File: config.mk
export PLATFORM = sky130hd
export DESIGN_NAME = ikc_ctrl
export DESIGN_NICKNAME = d
export VERILOG_FILES = /design/src/hdl/ikc_pkg.sv /design/src/hdl/ikc_ctrl.sv
export SDC_FILE = /design/constraint.sdc
export NUM_CORES = 1
export LEC_CHECK = 0
export BUFFER_PORTS_ARGS = -buffer_cell sky130_fd_sc_hd__buf_2
export CORE_MARGIN = 5
export CORE_UTILIZATION = 46
export CTS_CLUSTER_DIAMETER = 150
export DETAILED_ROUTE_END_ITERATION = 10
export GPL_TIMING_DRIVEN = 0
export PLACE_DENSITY_LB_ADDON = 0.08
export REMOVE_ABC_BUFFERS = 1
export SYNTH_ARGS = -nofsm -noshare
export SYNTH_HDL_FRONTEND = slang
export SYNTH_SLANG_ARGS = --single-unit
File: constraint.sdc
create_clock -name clk -period 1.5 [get_ports clk]
set_clock_uncertainty 0.1 [all_clocks]
set_input_delay 0.15 -clock clk [delete_from_list [all_inputs] [get_ports clk]]
set_output_delay 0.15 -clock clk [all_outputs]
set_load 0.005 [all_outputs]
File: src/hdl/ikc_pkg.sv
// ----------------------------------------------------------------------------
// ikc_pkg : shared types and constants for the imu tilt filter
// Number formats, the cordic arctangent table, register codes, the state
// encoding and the command/status words between controller and datapath.
// ----------------------------------------------------------------------------
package ikc_pkg;

	localparam int FRAC_BITS = 16;
	localparam int TAB_FRAC  = 24;
	localparam int TAB_LEN   = 24;
	localparam int ITER_W    = 5;
	localparam int DIV_BITS  = FRAC_BITS + 32;

	// +-180 degrees in Q16.16
	localparam logic signed [24:0] ANG_MAX = 25'sd11796480;
	localparam logic [16:0]        ONE     = 17'd65536;

	// atan(2^-i) in degrees, 24 fraction bits
	localparam logic [31:0] ATAN_TAB [TAB_LEN] = '{
		32'd754974720, 32'd445687602, 32'd235489088, 32'd119537938,
		32'd60000934,  32'd30029717,  32'd15018523,  32'd7509720,
		32'd3754917,   32'd1877466,   32'd938734,    32'd469367,
		32'd234684,    32'd117342,    32'd58671,     32'd29335,
		32'd14668,     32'd7334,      32'd3667,      32'd1833,
		32'd917,       32'd458,       32'd229,       32'd115
	};

	typedef enum logic [2:0] {
		CFG_Q_ANGLE    = 3'd0,
		CFG_Q_BIAS     = 3'd1,
		CFG_R_NOISE    = 3'd2,
		CFG_COMP_ALPHA = 3'd3,
		CFG_GYRO_SCALE = 3'd4
	} cfg_idx_t;

	typedef struct packed {
		logic [15:0] q_angle;
		logic [15:0] q_bias;
		logic [15:0] r_noise;
		logic [16:0] comp_alpha;
		logic [15:0] gyro_scale;
	} cfg_t;

	// operand pairs for the shared multiplier
	typedef enum logic [3:0] {
		MUL_NONE, MUL_GS, MUL_RDT, MUL_AG, MUL_BA, MUL_DRB, MUL_DP3, MUL_DU,
		MUL_QB, MUL_K0I, MUL_K1I, MUL_K1P0, MUL_K1P1, MUL_K0P0, MUL_K0P1
	} mul_sel_t;

	// what the datapath does with the registered product
	typedef enum logic [4:0] {
		WB_NONE, WB_RATE, WB_GYR, WB_SUM, WB_COMP, WB_KPRED, WB_DP3, WB_U,
		WB_P0, WB_P3, WB_INNOV, WB_KUPD, WB_BUPD, WB_P2, WB_P3U, WB_P0U,
		WB_P1U, WB_FUSE
	} wb_sel_t;

	typedef enum logic [4:0] {
		ST_IDLE, ST_CORD, ST_ACC, ST_RATE, ST_M_RDT, ST_GYR, ST_M_AG, ST_M_BA,
		ST_COMP, ST_KPRED, ST_DP3, ST_U, ST_M_DU, ST_P0, ST_P3, ST_S, ST_DIV,
		ST_M_K0I, ST_KUPD, ST_BUPD, ST_P2, ST_P3B, ST_P0B, ST_P1B, ST_FUSE,
		ST_DONE
	} state_t;

	typedef struct packed {
		logic              load;
		logic              cord_step;
		logic [ITER_W-1:0] iter;
		logic              cord_fin;
		mul_sel_t          mul_sel;
		wb_sel_t           wb_sel;
		logic              div_start;
		logic              k_zero;
		logic              k_load;
		logic              out_load;
	} cmd_t;

	typedef struct packed {
		logic s_pos;
		logic div_done;
	} sts_t;

endpackage

File: src/hdl/ikc_ctrl.sv
// ----------------------------------------------------------------------------
// ikc_ctrl : sequencer of the imu tilt filter
// Steps the datapath through cordic, prediction, gain division and update,
// and runs the input and output handshakes.
// ----------------------------------------------------------------------------
module ikc_ctrl #(
	parameter int CORDIC_ITERS = 16
) (
	input  logic          clk,
	input  logic          arst_n,
	input  logic          in_valid,
	output logic          in_ready,
	output logic          out_valid,
	input  logic          out_ready,
	input  ikc_pkg::sts_t sts,
	output ikc_pkg::cmd_t cmd
);
	import ikc_pkg::*;

	state_t            state_q, state_d;
	logic [ITER_W-1:0] iter_q;
	logic              out_valid_q;
	logic              slot_free;
	logic              last_iter;

	assign slot_free = !out_valid_q || out_ready;
	assign last_iter = (iter_q == ITER_W'(CORDIC_ITERS - 1));
	assign in_ready  = (state_q == ST_IDLE);
	assign out_valid = out_valid_q;

	always_comb begin
		state_d = state_q;
		case (state_q)
			ST_IDLE:  if (in_valid) state_d = ST_CORD;
			ST_CORD:  if (last_iter) state_d = ST_ACC;
			ST_ACC:   state_d = ST_RATE;
			ST_RATE:  state_d = ST_M_RDT;
			ST_M_RDT: state_d = ST_GYR;
			ST_GYR:   state_d = ST_M_AG;
			ST_M_AG:  state_d = ST_M_BA;
			ST_M_BA:  state_d = ST_COMP;
			ST_COMP:  state_d = ST_KPRED;
			ST_KPRED: state_d = ST_DP3;
			ST_DP3:   state_d = ST_U;
			ST_U:     state_d = ST_M_DU;
			ST_M_DU:  state_d = ST_P0;
			ST_P0:    state_d = ST_P3;
			ST_P3:    state_d = ST_S;
			ST_S:     state_d = sts.s_pos ? ST_DIV : ST_M_K0I;
			ST_DIV:   if (sts.div_done) state_d = ST_M_K0I;
			ST_M_K0I: state_d = ST_KUPD;
			ST_KUPD:  state_d = ST_BUPD;
			ST_BUPD:  state_d = ST_P2;
			ST_P2:    state_d = ST_P3B;
			ST_P3B:   state_d = ST_P0B;
			ST_P0B:   state_d = ST_P1B;
			ST_P1B:   state_d = ST_FUSE;
			ST_FUSE:  state_d = ST_DONE;
			ST_DONE:  if (slot_free) state_d = ST_IDLE;
			default:  state_d = ST_IDLE;
		endcase
	end

	always_comb begin
		cmd           = '0;
		cmd.mul_sel   = MUL_NONE;
		cmd.wb_sel    = WB_NONE;
		cmd.iter      = iter_q;
		case (state_q)
			ST_IDLE:  cmd.load = in_valid;
			ST_CORD:  cmd.cord_step = 1'b1;
			ST_ACC: begin
				cmd.cord_fin = 1'b1;
				cmd.mul_sel  = MUL_GS;
			end
			ST_RATE:  cmd.wb_sel = WB_RATE;
			ST_M_RDT: cmd.mul_sel = MUL_RDT;
			ST_GYR:   cmd.wb_sel = WB_GYR;
			ST_M_AG:  cmd.mul_sel = MUL_AG;
			ST_M_BA: begin
				cmd.wb_sel  = WB_SUM;
				cmd.mul_sel = MUL_BA;
			end
			ST_COMP: begin
				cmd.wb_sel  = WB_COMP;
				cmd.mul_sel = MUL_DRB;
			end
			ST_KPRED: begin
				cmd.wb_sel  = WB_KPRED;
				cmd.mul_sel = MUL_DP3;
			end
			ST_DP3:   cmd.wb_sel = WB_DP3;
			ST_U:     cmd.wb_sel = WB_U;
			ST_M_DU:  cmd.mul_sel = MUL_DU;
			ST_P0: begin
				cmd.wb_sel  = WB_P0;
				cmd.mul_sel = MUL_QB;
			end
			ST_P3:    cmd.wb_sel = WB_P3;
			ST_S: begin
				// gains stay zero when the innovation variance is not positive
				cmd.wb_sel    = WB_INNOV;
				cmd.k_zero    = 1'b1;
				cmd.div_start = sts.s_pos;
			end
			ST_DIV:   cmd.k_load = sts.div_done;
			ST_M_K0I: cmd.mul_sel = MUL_K0I;
			ST_KUPD: begin
				cmd.wb_sel  = WB_KUPD;
				cmd.mul_sel = MUL_K1I;
			end
			ST_BUPD: begin
				cmd.wb_sel  = WB_BUPD;
				cmd.mul_sel = MUL_K1P0;
			end
			ST_P2: begin
				cmd.wb_sel  = WB_P2;
				cmd.mul_sel = MUL_K1P1;
			end
			ST_P3B: begin
				cmd.wb_sel  = WB_P3U;
				cmd.mul_sel = MUL_K0P0;
			end
			ST_P0B: begin
				cmd.wb_sel  = WB_P0U;
				cmd.mul_sel = MUL_K0P1;
			end
			ST_P1B:   cmd.wb_sel = WB_P1U;
			ST_FUSE:  cmd.wb_sel = WB_FUSE;
			ST_DONE:  cmd.out_load = slot_free;
			default: ;
		endcase
	end

	always_ff @(posedge clk or negedge arst_n) begin
		if (!arst_n) begin
			state_q     <= ST_IDLE;
			iter_q      <= '0;
			out_valid_q <= 1'b0;
		end else begin
			state_q <= state_d;
			if (state_q == ST_IDLE) begin
				iter_q <= '0;
			end else if (state_q == ST_CORD) begin
				iter_q <= iter_q + 1'b1;
			end
			if (state_q == ST_DONE && slot_free) begin
				out_valid_q <= 1'b1;
			end else if (out_ready) begin
				out_valid_q <= 1'b0;
			end
		end
	end

endmodule

==> run summary <==
Status = finished, violations left
Fill cell count = 86
Buffers plus inverters on the worst setup path = 2
Crit. End Element = primary output
DPL Wire Length = 1710 um
Final instance area = 1740 sq um
Starting Density = 49.0%
Final setup margin = -0.399 ns
Via Count = 1,338
Worst R2R Setup Slack = -0.34 ns
FMAX = 527 MHz
Crit Path Class = register to primary output
Pleak = 0.000802 uW
Rows = 16
Synth cell types = 40
Fin crit period = 1.90 ns
Ys Warns = 0
CTS tree = yes
RSZ-0062 raised after global routing = yes
First-pass GRT wire length = 6810 um
Slowest library cell on the worst path = dfrtp_4
Commonest non-fill, non-tap cell in the layout = buf_2
Fin. max-slew vios = 0
Largest net degree at the start of global routing = 13
Critical Path Stages = 4
Clock tree buffer depth = 2
Worst hold-check path type = input pin to register
Worst hold start = sts[0]
Vias in the first global route = 1,356
Die Ht = 55.9 um
Tcrit/Tclk final = 127%
Clock transition at path regs = 0.07 ns
CTS root buf = clkbuf_4
Grt ovf = 0
Fin. Hold Viols = 0
Fraction of registers with async set or reset after synthesis = 100%
I/O Buffers = 28
FF-to-FF End = iter_q[3]
Sequential share of the synthesized area = 28.4%
Reg area = 284 sq um
Finish-stage setup viols = 24
I/O Pins = 29
Slew @ Worst Pin = 0.324 ns
Max-cap viol count = 0
DR DRC count = 0
Core ar. = 1980 sq um
Final Hold Slack = 0.152 ns
Critical Path RT = 1.25 ns
Synth Cell Area = 971 sq um
Peak supply drop = 1.65 mV
Slew margin rel. = 78.3%
Reg2reg path depth = 6
Num Clock Sinks = 11
Arr. time, crit path = 1.65 ns
Layout area overhead = 79.0%
Worst-path maximum fanout = 5
Top_reg_cell synth = dfrtp_1
H-tree depth = 1
CTS Buf Count = 3
Slowest stage delay, CP = 0.52 ns
Clock Latency Late Sink = 0.28 ns
Post-Syn Area per Cell = 8.23 sq um
Ant diodes = 0
Total GRT Usage = 27.1%
Initial antenna violation count = 0
Vias per cell = 6.46
Die width = 55.9 um
Die area = 3130 sq um
Post-synth EDFFs = 0
Largest delay contributor family on the critical path = simple AND/OR/NAND/NOR gates
Post-layout nets = 189
Hold path depth = 3
WL/cell = 22.7 um
CP Launch Point = state_q[4]
Placer congestion estimate = 0.813
Most frequent cells in the layout = 27 x buf_2, 26 x buf_4, 11 x buf_6
Power Dens Cells = 2470 nW/um^2
Routed WL = 4690 um
RR Startpoint = state_q[4]
Multi-input logic area = 848 sq um
DRT antenna net count = 0
Iter 0 DRT Violations = 110
Failing checks = negative setup slack
Seq cells post-synth = 11
Critical path startpoint category = register
CP cell instances = or3_4, nor2_4, buf_4, buf_2
Placed inst area = 1080 sq um
Syn Inst Count = 118
WHS Endpoint = state_q[0]
Layout cell share with drive strength beyond 1 = 67.2%
First drt pass iteration count = 5
## routing by layer
layer  part of all wire, %  track usage [%]  wire length (um)  up-vias
li1                      -                -                 -      549
met1                    36             33.7              1670      632
met2                    49             43.4              2290      132
met3                    11             8.12               516       25
met4                   4.5             11.2               209        0
met5                     0                0                 0        -
## worst max-delay path by stage
stage / endpoint / slack, ns
after floorplan: iter_q[3] / -0.27
after global placement: cmd[20] / -0.52
after detailed placement: cmd[20] / -0.53
after CTS: cmd[20] / -0.32
after global routing: cmd[8] / -0.42
final: in_ready / -0.40
## flip-flops by register name, summed over array words and instances, names as in the netlist
signal,flops
iter_q,5
state_q,5
out_valid,1
## cell usage after synthesis, types with 3 or more instances
cell type	n	share of area (%)
a21oi_1	4	2.1
a31oi_1	3	1.9
and2_1	4	2.6
buf_2	4	2.1
clkbuf_1	5	1.9
dfrtp_1	11	28
nand2_1	11	4.3
nand2b_1	6	3.9
nand3_1	3	1.5
nor2_1	6	2.3
nor2b_1	3	1.9
o21ai_0	14	7.2
o22ai_1	4	2.6
xnor2_1	4	3.6
## where the power goes
part	internal (uW)	leakage, uW	switching (uW)
Clock	103	0.0000150	113
Sequential	422	0.000137	188
Combinational	1740	0.000651	1730
Total	2260	0.000802	2030
## worst reg2reg max path, stage by stage, from the launching register on
cell and delay, ns:
dfrtp_4 0.52, or3_4 0.43, buf_4 0.16, buf_6 0.12
nor3_4 0.13, xnor2_1 0.19, nor2_2 0.07
## timing repair
action | CTS | global route
setup endpoints to repair | 27 | 25
setup buffers | 34 | 6
gates resized for setup | 58 | 26
hold buffers | 1 | 0
hold endpoints to repair | 11 | 0
pin swaps | 23 | 8
cloned | 1 | 0
## final cells by class
cell class / count / share of cell area [%]
clock buffer: 4 / 1.51
inverter: 2 / 0.648
multi-input combinational: 94 / 48.8
sequential: 11 / 16.3
tap: 27 / 1.94
timing repair buffer: 69 / 30.7
## logic make-up (layout without fill, tap and decap cells)
| logic type | Yosys count | count (layout) | synth area share [%] |
|---|---|---|---|
| AO/OA/AOI/OAI | 35 | 35 | 23.5 |
| XOR/XNOR | 4 | 4 | 3.61 |
| adder cells (fa/ha/maj) | 2 | 2 | 2.58 |
| buffers and inverters | 13 | 75 | 7.09 |
| flip-flops | 11 | 11 | 28.4 |
| multiplexers | 2 | 2 | 2.19 |
| AND/OR/NAND/NOR | 51 | 51 | 32.7 |
## metrics by stage
| step | util, % | std cells | worst slack [ns] | TNS, ns | total power [uW] |
|---|---|---|---|---|---|
| 2_1_floorplan | - | 107 | -0.274 | -2.10 | 1640 |
| 3_3_place_gp | 54.7 | 162 | -0.518 | -7.12 | 2100 |
| 3_5_place_dp | 54.7 | 162 | -0.528 | -7.47 | 2130 |
| 4_1_cts | 81.2 | 202 | -0.318 | -4.64 | 3630 |
| 5_1_grt | 87.7 | 207 | -0.422 | -7.58 | 4500 |
| 6_report | 87.7 | 207 | -0.399 | -6.43 | 4290 |
Power figures use the tool's default switching activity.
